**src/rtl/core/vfd_pkg.sv**
```systemverilog
// Package: constants, status type and character decode table for the tube serializer
`timescale 1ns / 1ps
package vfd_pkg;

  localparam int TUBE_COUNT_DEF = 8;
  localparam int FRAME_BITS_DEF = 20;

  // Frame layout: segments A..G at positions 0..6, dot at 7, grid at GRID_TOP minus tube
  localparam int SEG_COUNT = 7;
  localparam int DOT_POS   = 7;
  localparam int GRID_TOP  = 15;

  // Operation codes
  localparam logic OP_WRITE = 1'b0;
  localparam logic OP_SCAN  = 1'b1;

  // Shifter status towards the control logic
  typedef struct packed {
    logic busy;  // a frame is still being shifted out
    logic done;  // last bit of the frame is taken this cycle
  } vfd_shift_status_t;

  // Segment pattern A..G, with A in bit 6 and G in bit 0; unknown codes are blank
  function automatic logic [SEG_COUNT-1:0] seg_decode(input logic [7:0] code);
    logic [SEG_COUNT-1:0] seg;
    case (code)
      8'h30: seg = 7'h7E;  // 0
      8'h31: seg = 7'h30;  // 1
      8'h32: seg = 7'h6D;  // 2
      8'h33: seg = 7'h79;  // 3
      8'h34: seg = 7'h33;  // 4
      8'h35: seg = 7'h5B;  // 5
      8'h36: seg = 7'h5F;  // 6
      8'h37: seg = 7'h70;  // 7
      8'h38: seg = 7'h7F;  // 8
      8'h39: seg = 7'h7B;  // 9
      8'h41: seg = 7'h77;  // A
      8'h42: seg = 7'h1F;  // B
      8'h63: seg = 7'h4E;  // c
      8'h43: seg = 7'h4E;  // C
      8'h44: seg = 7'h3D;  // D
      8'h45: seg = 7'h4F;  // E
      8'h46: seg = 7'h47;  // F
      8'h47: seg = 7'h5E;  // G
      8'h48: seg = 7'h37;  // H
      8'h68: seg = 7'h17;  // h
      8'h49: seg = 7'h06;  // I
      8'h4A: seg = 7'h38;  // J
      8'h4C: seg = 7'h0E;  // L
      8'h4E: seg = 7'h76;  // N
      8'h6E: seg = 7'h15;  // n
      8'h6F: seg = 7'h1D;  // o
      8'h50: seg = 7'h67;  // P
      8'h72: seg = 7'h05;  // r
      8'h74: seg = 7'h0F;  // t
      8'h55: seg = 7'h3E;  // U
      8'h75: seg = 7'h1C;  // u
      8'h79: seg = 7'h3B;  // y
      default: seg = '0;
    endcase
    return seg;
  endfunction

endpackage

```
**src/rtl/core/vfd_if.sv**
```systemverilog
// Channel interfaces: command input and serial frame output
`timescale 1ns / 1ps

interface vfd_in_if;
  logic       valid;
  logic       ready;
  logic       op;
  logic [2:0] tube_index;
  logic [7:0] char_code;
  logic       dot_on;

  modport source (output valid, op, tube_index, char_code, dot_on, input ready);
  modport sink   (input valid, op, tube_index, char_code, dot_on, output ready);
endinterface

interface vfd_out_if;
  logic valid;
  logic ready;
  logic serial_bit;
  logic latch;

  modport source (output valid, serial_bit, latch, input ready);
  modport sink   (input valid, serial_bit, latch, output ready);
endinterface

```
**src/rtl/core/vfd_shifter.sv**
```systemverilog
// Frame shift register: sends a loaded frame one bit per transaction, MSB first
`timescale 1ns / 1ps
module vfd_shifter #(
  parameter int FRAME_BITS = vfd_pkg::FRAME_BITS_DEF
) (
  input  logic                      clk,
  input  logic                      rst_n,
  input  logic                      load,
  input  logic [FRAME_BITS-1:0]     frame_in,
  output vfd_pkg::vfd_shift_status_t status,
  vfd_out_if.source                 out_if
);

  localparam int CNT_W = $clog2(FRAME_BITS + 1);

  logic [FRAME_BITS-1:0] frame_r;
  logic [CNT_W-1:0]      cnt_r;
  logic                  take;

  assign out_if.valid      = (cnt_r != '0);
  assign out_if.serial_bit = frame_r[FRAME_BITS-1];
  assign out_if.latch      = (cnt_r == CNT_W'(1));
  assign take              = out_if.valid && out_if.ready;

  assign status.busy = out_if.valid;
  assign status.done = take && out_if.latch;

  // Count remaining bits; a new load wins over the final take
  always_ff @(posedge clk) begin
    if (!rst_n) begin
      cnt_r <= '0;
    end else if (load) begin
      cnt_r <= CNT_W'(FRAME_BITS);
    end else if (take) begin
      cnt_r <= cnt_r - CNT_W'(1);
    end
  end

  always_ff @(posedge clk) begin
    if (load) begin
      frame_r <= frame_in;
    end else if (take) begin
      frame_r <= {frame_r[FRAME_BITS-2:0], 1'b0};
    end
  end

endmodule

```
**src/rtl/core/vfd_tube_frame_serializer_top.sv**
```systemverilog
// Top level: tube store, scan pointer, frame build and serial frame output
//
//  channel | dir | payload                              | transaction
//  --------+-----+--------------------------------------+----------------------------
//  in_if   | in  | op, tube_index, char_code, dot_on    | one write or one scan
//  out_if  | out | serial_bit, latch                    | one frame bit, MSB first
//
// A write gives no output. A scan gives FRAME_BITS output
// transactions, one per cycle at best, set by the single-bit frame shift register.
// in_if.ready is low while a frame is being shifted; it rises again in the cycle
// whose output transaction carries latch, so a back-to-back scan costs no gap.
// rst_n (synchronous) blanks all tubes, clears all dots and points the scan at tube 0.
// An output stall simply holds the current bit and the input stays blocked.
`timescale 1ns / 1ps
module vfd_tube_frame_serializer_top #(
  parameter int TUBE_COUNT = vfd_pkg::TUBE_COUNT_DEF,
  parameter int FRAME_BITS = vfd_pkg::FRAME_BITS_DEF
) (
  input  logic      clk,
  input  logic      rst_n,
  vfd_in_if.sink    in_if,
  vfd_out_if.source out_if
);

  localparam int PTR_W  = (TUBE_COUNT > 1) ? $clog2(TUBE_COUNT) : 1;
  localparam int FPOS_W = $clog2(FRAME_BITS);

  // Per-tube character and dot store
  logic [7:0]            char_r [TUBE_COUNT];
  logic [TUBE_COUNT-1:0] dot_r;
  logic [PTR_W-1:0]      ptr_r;
  logic [PTR_W-1:0]      ptr_nxt;

  vfd_pkg::vfd_shift_status_t    shift_st;
  logic                          in_ready;
  logic                          in_take;
  logic                          scan_take;
  logic                          wr_take;
  logic [PTR_W-1:0]              wr_idx;
  logic [vfd_pkg::SEG_COUNT-1:0] seg;
  logic [FPOS_W-1:0]             grid_pos;
  logic [FRAME_BITS-1:0]         frame_load;

  // Accept while idle, or as the last bit of the current frame goes out
  assign in_ready    = !shift_st.busy || shift_st.done;
  assign in_if.ready = in_ready;
  assign in_take     = in_if.valid && in_ready;
  assign scan_take   = in_take && (in_if.op == vfd_pkg::OP_SCAN);
  // Drop writes to tubes that are not fitted
  assign wr_take     = in_take && (in_if.op == vfd_pkg::OP_WRITE) &&
                       (int'(in_if.tube_index) < TUBE_COUNT);
  assign wr_idx      = in_if.tube_index[PTR_W-1:0];

  always_ff @(posedge clk) begin
    if (!rst_n) begin
      for (int i = 0; i < TUBE_COUNT; i++) begin
        char_r[i] <= '0;
      end
      dot_r <= '0;
    end else if (wr_take) begin
      char_r[wr_idx] <= in_if.char_code;
      dot_r[wr_idx]  <= in_if.dot_on;
    end
  end

  // Advance the scan pointer after each scan, wrapping after the last tube
  assign ptr_nxt = (ptr_r == PTR_W'(TUBE_COUNT - 1)) ? '0 : ptr_r + PTR_W'(1);

  always_ff @(posedge clk) begin
    if (!rst_n) begin
      ptr_r <= '0;
    end else if (scan_take) begin
      ptr_r <= ptr_nxt;
    end
  end

  // Build the frame for the tube under the pointer: segments reversed so that
  // A lands at position 0, then dot, then the grid bit for this tube
  assign seg      = vfd_pkg::seg_decode(char_r[ptr_r]);
  assign grid_pos = FPOS_W'(vfd_pkg::GRID_TOP) - FPOS_W'(ptr_r);

  always_comb begin
    frame_load = '0;
    for (int k = 0; k < vfd_pkg::SEG_COUNT; k++) begin
      frame_load[k] = seg[vfd_pkg::SEG_COUNT-1-k];
    end
    frame_load[vfd_pkg::DOT_POS] = dot_r[ptr_r];
    frame_load[grid_pos]         = 1'b1;
  end

  vfd_shifter #(
    .FRAME_BITS (FRAME_BITS)
  ) u_shifter (
    .clk      (clk),
    .rst_n    (rst_n),
    .load     (scan_take),
    .frame_in (frame_load),
    .status   (shift_st),
    .out_if   (out_if)
  );

endmodule

```
**src/flat_wrapper.sv**
```systemverilog
// flat-port wrapper written by rule: the top's interface ports become plain ports
module vfd_tube_frame_serializer_top_flat 
#(
  parameter int TUBE_COUNT = vfd_pkg::TUBE_COUNT_DEF,
  parameter int FRAME_BITS = vfd_pkg::FRAME_BITS_DEF
)
  (clk, rst_n, in_if_valid, in_if_op, in_if_tube_index, in_if_char_code, in_if_dot_on, in_if_ready, out_if_valid, out_if_serial_bit, out_if_latch, out_if_ready);
  vfd_in_if in_if_i ();
  vfd_out_if out_if_i ();
  input  logic clk;
  input  logic rst_n;
  input wire logic [$bits(in_if_i.valid)-1:0] in_if_valid;
  input wire logic [$bits(in_if_i.op)-1:0] in_if_op;
  input wire logic [$bits(in_if_i.tube_index)-1:0] in_if_tube_index;
  input wire logic [$bits(in_if_i.char_code)-1:0] in_if_char_code;
  input wire logic [$bits(in_if_i.dot_on)-1:0] in_if_dot_on;
  output wire logic [$bits(in_if_i.ready)-1:0] in_if_ready;
  output wire logic [$bits(out_if_i.valid)-1:0] out_if_valid;
  output wire logic [$bits(out_if_i.serial_bit)-1:0] out_if_serial_bit;
  output wire logic [$bits(out_if_i.latch)-1:0] out_if_latch;
  input wire logic [$bits(out_if_i.ready)-1:0] out_if_ready;
  assign in_if_i.valid = in_if_valid;
  assign in_if_i.op = in_if_op;
  assign in_if_i.tube_index = in_if_tube_index;
  assign in_if_i.char_code = in_if_char_code;
  assign in_if_i.dot_on = in_if_dot_on;
  assign in_if_ready = in_if_i.ready;
  assign out_if_valid = out_if_i.valid;
  assign out_if_serial_bit = out_if_i.serial_bit;
  assign out_if_latch = out_if_i.latch;
  assign out_if_i.ready = out_if_ready;
  vfd_tube_frame_serializer_top #(.TUBE_COUNT(TUBE_COUNT), .FRAME_BITS(FRAME_BITS)) u_core (.clk(clk), .rst_n(rst_n), .in_if(in_if_i), .out_if(out_if_i));
endmodule
```
**config.mk**
```make
export PLATFORM = sky130hd
export DESIGN_NAME = vfd_tube_frame_serializer_top_flat
export DESIGN_NICKNAME = d
export VERILOG_FILES = /design/src/rtl/core/vfd_pkg.sv /design/src/rtl/core/vfd_if.sv /design/src/rtl/core/vfd_shifter.sv /design/src/rtl/core/vfd_tube_frame_serializer_top.sv /design/src/flat_wrapper.sv
export SDC_FILE = /design/constraint.sdc
export NUM_CORES = 1
export LEC_CHECK = 0
export BUFFER_PORTS_ARGS = -buffer_cell sky130_fd_sc_hd__buf_2
export CORE_MARGIN = 2
export CORE_UTILIZATION = 45
export DETAILED_ROUTE_END_ITERATION = 6
export HOLD_SLACK_MARGIN = 0.15
export PLACE_DENSITY = 0.71
export SLEW_MARGIN = 20
export SYNTH_ARGS = -nofsm -noshare
export SYNTH_HDL_FRONTEND = slang
export SYNTH_HIERARCHICAL = 1
export SYNTH_SLANG_ARGS = --single-unit
```
**constraint.sdc**
```tcl
create_clock -name clk -period 3.8 [get_ports clk]
set_clock_uncertainty 0.15 [all_clocks]
set_input_delay 0.38 -clock clk [delete_from_list [all_inputs] [get_ports clk]]
set_output_delay 0.38 -clock clk [all_outputs]
set_load 0.01 [all_outputs]
```
==> impl_metrics.tcl, run 1 <==
set metrics [dict create \
    finalSetupTns_ns 0 \
    first_pass_iters 5 \
    clkPwrFrac_pct 25.9 \
    ff_latch_area_sq_um 2900 \
    antenna_found_initial 0 \
    max_slew.worst_pin.slew_ns 0.813 \
    nNetsFinal 510 \
    p_sw_mw 1.14 \
    rsz0062_at_grt "no" \
    status "finished, final reports clean" \
    clock_path_buffers 2 \
    core-area_sq_um 12100 \
    critPathKind "register to register" \
    p_leak_nw 2.27 \
    cts_setup_buffers 0 \
    rows 40 \
    multi_input_area_sq_um 2480 \
    syn_area_per_cell_sq_um 12.4 \
    fillers 1039 \
    maxCapViolCount 0 \
    grt_pass1_vias 3642 \
    ios 21 \
    crit_chain "mux4_2 > mux2_2 > inv_1 > ha_1 > nand2_1 > o211ai_1 > a21oi_1 > a311oi_1 > mux2_1" \
    seqPwrFrac_pct 42.9 \
    grt_pass1_wl_um 19000 \
    place_congestion 0.983 \
    path_clk_slew_ns 0.06 \
    h-tree-depth 3 \
    hold_class "input port to register" \
    ys_warn_count 6 \
    cp_max_fo 8 \
    synthCells 450 \
    synth-edff-count 84 \
    path_buf_inv 1 \
    synth-seq-area-share_pct 52.0 \
    period_share_pct 91.7 \
    dieArea_sq_um 13300 \
    worstSkewPairLatency_ns 0.35 \
    grt.busiest_layer "met2" \
    drive_above_1_share_pct 19.4 \
    layout-area-overhead-vs-synth_pct 11.4 \
    numPortBuffers 20 \
    die_x_um 115 \
    peakVddDrop_uv 283 \
    dp_hpwl_um 8280 \
    fmax_mhz 287 \
    relSlewSlack_pct 45.7 \
    grt_use_met3_pct 3.77 \
    crit_arrival_ns 3.55 \
    gr-usage-met2_pct 30.7 \
    vias 3661 \
    grt_usage_pct 18.8 \
    ant_nets 0 \
    die_height_um 115 \
    post-route-drc-count 0 \
    routed_wl_um 11500 \
    initialDrtViolationCount 220 \
    ys_ff_latch 103 \
    synthDistinctLibCells 64 \
    switching_share_pct 31.0 \
    ctsResizeCount 0 \
    synthFlopType "edfxtp_1" \
    critPathTopFamily "multiplexers" \
    synthArstFlopShare_pct 0 \
    diodes 0 \
    clock_sinks 103 \
    cts_buffers 9 \
    final_cell_mix "84 x edfxtp_1, 65 x and2_1, 23 x nor2_1" \
    layout_commonest_cell "edfxtp_1" \
    netlist_area_sq_um 5590 \
    place_ws_ns 0.406 \
    fin_ws_ns 0.316 \
    slew_viol_final 0 \
    critPathCaptureType "register" \
    setup_violations 0 \
    clock-root-buffer "clkbuf_16" \
    powerDensity_nw_per_um2 593 \
    grt_max_degree 23 \
    cts_tree "yes" \
    wire_per_inst_um 17.6 \
    internal_power_mw 2.55 \
    cpPeakStageDelay_ns 0.60 \
    start_util_pct 46.3 \
    period_needed_ns 3.48 \
    power_frac_comb_pct 31.2 \
    via_per_inst 5.61 \
    grtUsageMet1_pct 24.8 \
    grt-ovfl-total 0 \
    hold_viol 0 \
    startpoint_type "register" \
    crit_required_ns 3.86 \
    cpMaxStageDelayCell "dfxtp_1" \
    holdBufCountCts 0 \
]
## state kept, by name, summed over array words and instances (netlist names), named ones only
register and cells:
u_core/u_shifter/frame_r 20, u_core/dot_r 8, u_core/ptr_r 3, u_core/u_shifter/cnt_r 5, u_core/char_r 64
## power by group through the flow
stage / logic (mW) / clock network, mW / registers [mW]
after floorplan: 0.916 / 0 / 1.56
after global placement: 1.10 / 0 / 1.60
after detailed placement: 1.14 / 0 / 1.61
after CTS: 1.15 / 0.977 / 1.59
after global routing: 1.27 / 1.02 / 1.61
final: 1.15 / 0.957 / 1.58
## cell type report
cell class	count	share of cell area [%]
inverters	20	1.21
clock buffers	9	3.62
multi-input cells	308	39.9
repair buffers	39	3.90
flip-flops and latches	103	46.6
clock inverters	6	1.39
well taps	168	3.38
## cells in the mapped netlist, types with 9 or more instances
cell type	n	area (sq um)
a21oi_1	17	85.1
nand3_1	15	75.1
mux4_2	13	293
nor2_1	23	86.3
inv_1	19	71.3
ha_1	12	150
mux2i_1	9	90.1
nand2_1	17	63.8
dfxtp_1	19	380
mux2_2	15	169
o21ai_0	10	50.1
edfxtp_1	84	2520
and2_1	65	407
buf_2	9	45.0
mux2_1	12	135
## cell families after synthesis
kind of cell / count (synthesis) / share of synthesized area [%]
and+or+nand+nor: 157 / 15.8
DFF: 103 / 52.0
AOI/OAI and AO/OA: 76 / 9.97
muxes: 57 / 15.5
buffers and inverters: 42 / 3.78
adders and majority gates: 12 / 2.69
xor gates and xnor gates: 2 / 0.314
other: 1 / 0.0671
## per-stage QoR
step	instances	area [sq um]	utilization [%]	hold slack [ns]	power [mW]
finish	653	6230	51.6	0.185	3.69
global route	653	6230	51.6	0.208	3.90
CTS	653	6230	51.6	0.173	3.71
detailed placement	638	5910	49.0	0.367	2.75
global placement	638	5910	49.0	0.335	2.70
floorplan	453	5600	-	0.320	2.48
## worst register-to-register path, stage by stage, from the launching register on
cell and delay [ns]:
dfxtp_1 0.60, mux4_2 0.55, mux2_2 0.35, inv_1 0.18, ha_1 0.37, nand2_1 0.19, o211ai_1 0.19, a21oi_1 0.13
a311oi_1 0.43, mux2_1 0.21
## worst paths after layout
check / depth (start not counted) / to / from / slack (ns)
worst max-delay path: 9 / u_core/u_shifter/frame_r[5] / register / 0.32
worst min-delay path: 3 / u_core/u_shifter/cnt_r[0] / out_if_ready / 0.19
worst max register to register: 9 / u_core/u_shifter/frame_r[5] / register / 0.32
worst min register to register: 1 / u_core/u_shifter/frame_r[16] / u_core/u_shifter/frame_r[15] / 0.38
## layer usage
| layer | share of wire, % | wire, um |
|---|---|---|
| met1 | 44 | 5080 |
| met2 | 49 | 5640 |
| met3 | 4.7 | 540 |
| met4 | 2.1 | 240 |
| met5 | 0 | 0 |
Note: power is estimated with default switching activity, not from simulation.
==> run 2, diff against run 1 <==
--- a/config.mk
+++ b/config.mk
@@ -6,7 +6,6 @@
 export NUM_CORES = 1
 export LEC_CHECK = 0
 export BUFFER_PORTS_ARGS = -buffer_cell sky130_fd_sc_hd__buf_2
-export CORE_MARGIN = 2
 export CORE_UTILIZATION = 45
 export DETAILED_ROUTE_END_ITERATION = 6
 export HOLD_SLACK_MARGIN = 0.15
==> run 2 against run 1 <==
Against the previous run: first-iteration DRC count is 7.3% lower; wire length shrank 0.39%; largest cell class unchanged; die area is 3.4% lower; highest routed layer unchanged; critical endpoint unchanged; register-to-register slack gained 0.04 ns; worst hold slack improved by 0.0020 ns; cell count is 0.15% lower; combinational power hardly changed; sequential power about the same; maximum frequency rose by 1.0%; via count is 0.38% lower.
==> impl_metrics.tcl, run 2 (synthesized netlist as in run 1, its figures left out) <==
set metrics [dict create \
    grt_usage_pct 19.1 \
    slew_viol_final 0 \
    regMostFlops "u_core/char_r" \
    rsz0062_at_grt "no" \
    dp_hpwl_um 8180 \
    final_cell_mix "84 x edfxtp_1, 65 x and2_1, 23 x nor2_1" \
    largest_register_ffs 64 \
    vias 3647 \
    path_clk_slew_ns 0.07 \
    grt-ovfl-total 0 \
    routed_wl_um 11500 \
    startpoint_type "register" \
    worst_hold_slack_ns 0.187 \
    die_x_um 113 \
    via_per_inst 5.59 \
    hold_viol 0 \
    grt_max_degree 26 \
    layout_commonest_cell "edfxtp_1" \
    crit_arrival_ns 3.51 \
    ios 21 \
    cpPeakStageDelay_ns 0.59 \
    maxCapViolCount 0 \
    first_pass_iters 5 \
    drive_above_1_share_pct 19.2 \
    p_leak_nw 2.24 \
    reg_top3 "u_core/char_r (64), u_core/u_shifter/frame_r (20), u_core/dot_r (8)" \
    die_height_um 113 \
    fin_ws_ns 0.352 \
    nNetsFinal 508 \
    dieArea_sq_um 12900 \
    critPathTopFamily "multiplexers" \
    finalSetupTns_ns 0 \
    place_ws_ns 0.390 \
    setup_violations 0 \
    rows 40 \
    clock_sinks 103 \
    numPortBuffers 20 \
    post-route-drc-count 0 \
    ctsResizeCount 0 \
    core-area_sq_um 12100 \
    wire_per_inst_um 17.6 \
    peakVddDrop_uv 329 \
    finalPower_mw 3.56 \
    clock-root-buffer "clkbuf_16" \
    layout-area-overhead-vs-synth_pct 10.7 \
    ant_nets 0 \
    crit_required_ns 3.86 \
    critPathKind "register to register" \
    powerDensity_nw_per_um2 575 \
    initialDrtViolationCount 204 \
    fmax_mhz 290 \
    grt_pass1_wl_um 18600 \
    cts_buffers 9 \
    critPathCaptureType "register" \
    cts_tree "yes" \
    cts_setup_buffers 0 \
    place_congestion 0.870 \
    status "finished, final reports clean" \
    fin_util_pct 51.3 \
    h-tree-depth 3 \
    cp_max_fo 7 \
    clock_path_buffers 2 \
    period_needed_ns 3.45 \
    path_buf_inv 1 \
    worstSkewPairLatency_ns 0.34 \
    cpMaxStageDelayCell "dfxtp_1" \
    grt_pass1_vias 3562 \
    max_slew.worst_pin.slew_ns 0.840 \
    relSlewSlack_pct 44.0 \
    hold_class "input port to register" \
    diodes 0 \
    period_share_pct 90.7 \
    antenna_found_initial 0 \
    start_util_pct 46.3 \
    crit_chain "mux4_2 > mux2_2 > inv_1 > ha_1 > mux2i_1 > o21ai_2 > o2111ai_1 > a311oi_1 > mux2_1" \
    holdBufCountCts 0 \
]
run 2: tightest hold or removal path, cell delays in order:
cell	delay [ns]
buf_2	0.14
nand3_1	0.07
o21ai_1	0.05
run 2: layout make-up:
class,instances,area [sq um]
well taps,168,210
multi-input cells,308,2480
repair buffers,37,240
clock buffers,9,225
inverters,20,75.1
flip-flops and latches,103,2900
clock inverters,7,47.5
fillers,1039,5880
run 2: where the power goes:
group / switching [mW] / internal (mW) / total, mW
Clock: 0.398 / 0.443 / 0.841
Sequential: 0.0918 / 1.50 / 1.59
Combinational: 0.649 / 0.479 / 1.13
run 2: final timing paths:
kind                             startpoint                          end  slack (ns)  cells after the start
hold reg to reg   u_core/u_shifter/cnt_r[4]    u_core/u_shifter/cnt_r[4]        0.36                      2
setup reg to reg                   register  u_core/u_shifter/frame_r[5]        0.35                      9
setup / recovery                   register  u_core/u_shifter/frame_r[5]        0.35                      9
hold / removal                 out_if_ready    u_core/u_shifter/cnt_r[0]        0.19                      3
run 2: stage by stage:
stage / instances / area, sq um
after global placement: 636 / 5910
after detailed placement: 636 / 5910
after floorplan: 453 / 5600
after global routing: 652 / 6180
final: 652 / 6180
after CTS: 652 / 6180
run 2: metal layers:
| metal | vias up | global-route usage (%) | routed length, um |
|---|---|---|---|
| li1 | 1752 | - | - |
| met1 | 1767 | 25.1 | 5030 |
| met2 | 108 | 31.5 | 5630 |
| met3 | 20 | 3.40 | 529 |
| met4 | 0 | 7.98 | 275 |
| met5 | - | 0 | 0 |
==> run 3, diff against run 2 <==
--- a/config.mk
+++ b/config.mk
@@ -6,10 +6,10 @@
 export NUM_CORES = 1
 export LEC_CHECK = 0
 export BUFFER_PORTS_ARGS = -buffer_cell sky130_fd_sc_hd__buf_2
-export CORE_UTILIZATION = 45
+export CORE_UTILIZATION = 60
 export DETAILED_ROUTE_END_ITERATION = 6
 export HOLD_SLACK_MARGIN = 0.15
-export PLACE_DENSITY = 0.71
+export PLACE_DENSITY = 0.88
 export SLEW_MARGIN = 20
 export SYNTH_ARGS = -nofsm -noshare
 export SYNTH_HDL_FRONTEND = slang
==> run 3 against run 2 <==
Against the previous run: combinational power is essentially flat; non-clock buffer count grew 1; die area shrank 25%; via count grew 3.5%; critical path depth is the same; cell count shrank 9.0%; clock power shrank 18%; worst setup slack gained 0.077 ns; sequential power is essentially flat.
==> impl_metrics.tcl, run 3 (synthesized netlist as in run 1, its figures left out) <==
set metrics [dict create \
    fillers 619 \
    hold_viol 0 \
    fin_ws_ns 0.429 \
    slew_viol_final 0 \
    cpPeakStageDelay_ns 0.60 \
    grt_pass1_wl_um 18900 \
    grt-ovfl-total 0 \
    critPathCaptureType "register" \
    switching_share_pct 33.1 \
    diodes 0 \
    status "finished, final reports clean" \
    dp_hpwl_um 8350 \
    relSlewSlack_pct 44.7 \
    place_congestion 0.928 \
    cp_max_fo 7 \
    wire_per_inst_um 19.9 \
    largest_register_ffs 64 \
    crit_required_ns 3.89 \
    rows 34 \
    grt_pass1_vias 3591 \
    vias 3774 \
    internal_power_mw 2.30 \
    peakVddDrop_uv 360 \
    first_pass_iters 7 \
    cts_setup_buffers 0 \
    crit_arrival_ns 3.46 \
    ctsResizeCount 0 \
    via_per_inst 6.36 \
    setup_violations 0 \
    nNetsFinal 509 \
    powerDensity_nw_per_um2 568 \
    numPortBuffers 20 \
    clock_path_buffers 2 \
    antenna_found_initial 0 \
    startpoint_type "register" \
    dieArea_sq_um 9700 \
    power_frac_comb_pct 33.7 \
    fin_util_pct 68.3 \
    max_slew.worst_pin.slew_ns 0.829 \
    layout_commonest_cell "edfxtp_1" \
    final_cell_mix "84 x edfxtp_1, 65 x and2_1, 23 x nor2_1" \
    core-area_sq_um 8850 \
    maxCapViolCount 0 \
    critPathTopFamily "multiplexers" \
    grt_max_degree 26 \
    cts_buffers 9 \
    ant_nets 0 \
    holdBufCountCts 0 \
    h-tree-depth 3 \
    place_inst 577 \
    drive_above_1_share_pct 19.0 \
    fmax_mhz 297 \
    crit_chain "mux4_2 > mux2_2 > inv_1 > ha_1 > nor2_1 > a2111oi_2 > o21ai_0 > a311oi_1 > and2_1" \
    period_needed_ns 3.37 \
    start_util_pct 63.1 \
    die_x_um 98.5 \
    regMostFlops "u_core/char_r" \
    p_sw_mw 1.13 \
    worstSkewPairLatency_ns 0.37 \
    post-route-drc-count 0 \
    place_ws_ns 0.441 \
    grt_usage_pct 25.7 \
    path_buf_inv 1 \
    cpMaxStageDelayCell "dfxtp_1" \
    period_share_pct 88.7 \
    reg_top3 "u_core/char_r (64), u_core/u_shifter/frame_r (20), u_core/dot_r (8)" \
    routed_wl_um 11800 \
    finalSetupTns_ns 0 \
    layout-area-overhead-vs-synth_pct 8.24 \
    clock-root-buffer "clkbuf_8" \
    clkPwrFrac_pct 20.0 \
    ios 21 \
    initialDrtViolationCount 290 \
    p_leak_nw 2.22 \
    finalPower_mw 3.43 \
    hold_class "input port to register" \
    instances_no_fill 593 \
    die_height_um 98.5 \
    path_clk_slew_ns 0.09 \
    critPathKind "register to register" \
    seqPwrFrac_pct 46.2 \
    rsz0062_at_grt "no" \
    cts_tree "yes" \
    clock_sinks 103 \
]
## run 3: power groups by stage
stage / Combinational [mW] / Sequential, mW / Clock (mW)
after floorplan: 0.916 / 1.56 / 0
after global placement: 1.10 / 1.60 / 0
after detailed placement: 1.14 / 1.61 / 0
after CTS: 1.14 / 1.59 / 0.699
after global routing: 1.25 / 1.61 / 0.743
final: 1.16 / 1.59 / 0.687
## run 3: layer usage
metal,track usage (%),share of wire [%]
met3,4.54,6.3
met2,42.7,50
met5,0,0
met4,7.81,2.2
met1,35.0,41
## run 3: worst min-delay path, delay by kind of cell
family | cells | cell delay (ns)
buffers and inverters | 1 | 0.14
and+or+nand+nor | 1 | 0.07
AOI/OAI and AO/OA | 1 | 0.06
## run 3: metrics by stage
stage	area, sq um	hold WS, ns
after floorplan	5600	0.320
after global placement	5840	0.333
after detailed placement	5840	0.362
after CTS	6050	0.157
after global routing	6050	0.164
final	6050	0.172
## run 3: layout make-up
class | count | area, sq um | share of cell area [%]
clock buffers | 13 | 181 | 3.00
well taps | 108 | 135 | 2.23
clock inverters | 3 | 21.3 | 0.352
multi-input cells | 308 | 2480 | 41.1
repair buffers | 38 | 248 | 4.10
flip-flops and latches | 103 | 2900 | 48.0
inverters | 20 | 75.1 | 1.24
## run 3: path summary, 6_finish.rpt
path / start / endpoint / slack, ns / cells past startpoint
worst max-delay path: register / u_core/u_shifter/frame_r[0] / 0.43 / 9
worst min-delay path: out_if_ready / u_core/u_shifter/cnt_r[0] / 0.17 / 3
worst max register to register: register / u_core/u_shifter/frame_r[0] / 0.43 / 9
worst min register to register: u_core/u_shifter/cnt_r[4] / u_core/u_shifter/cnt_r[4] / 0.38 / 2
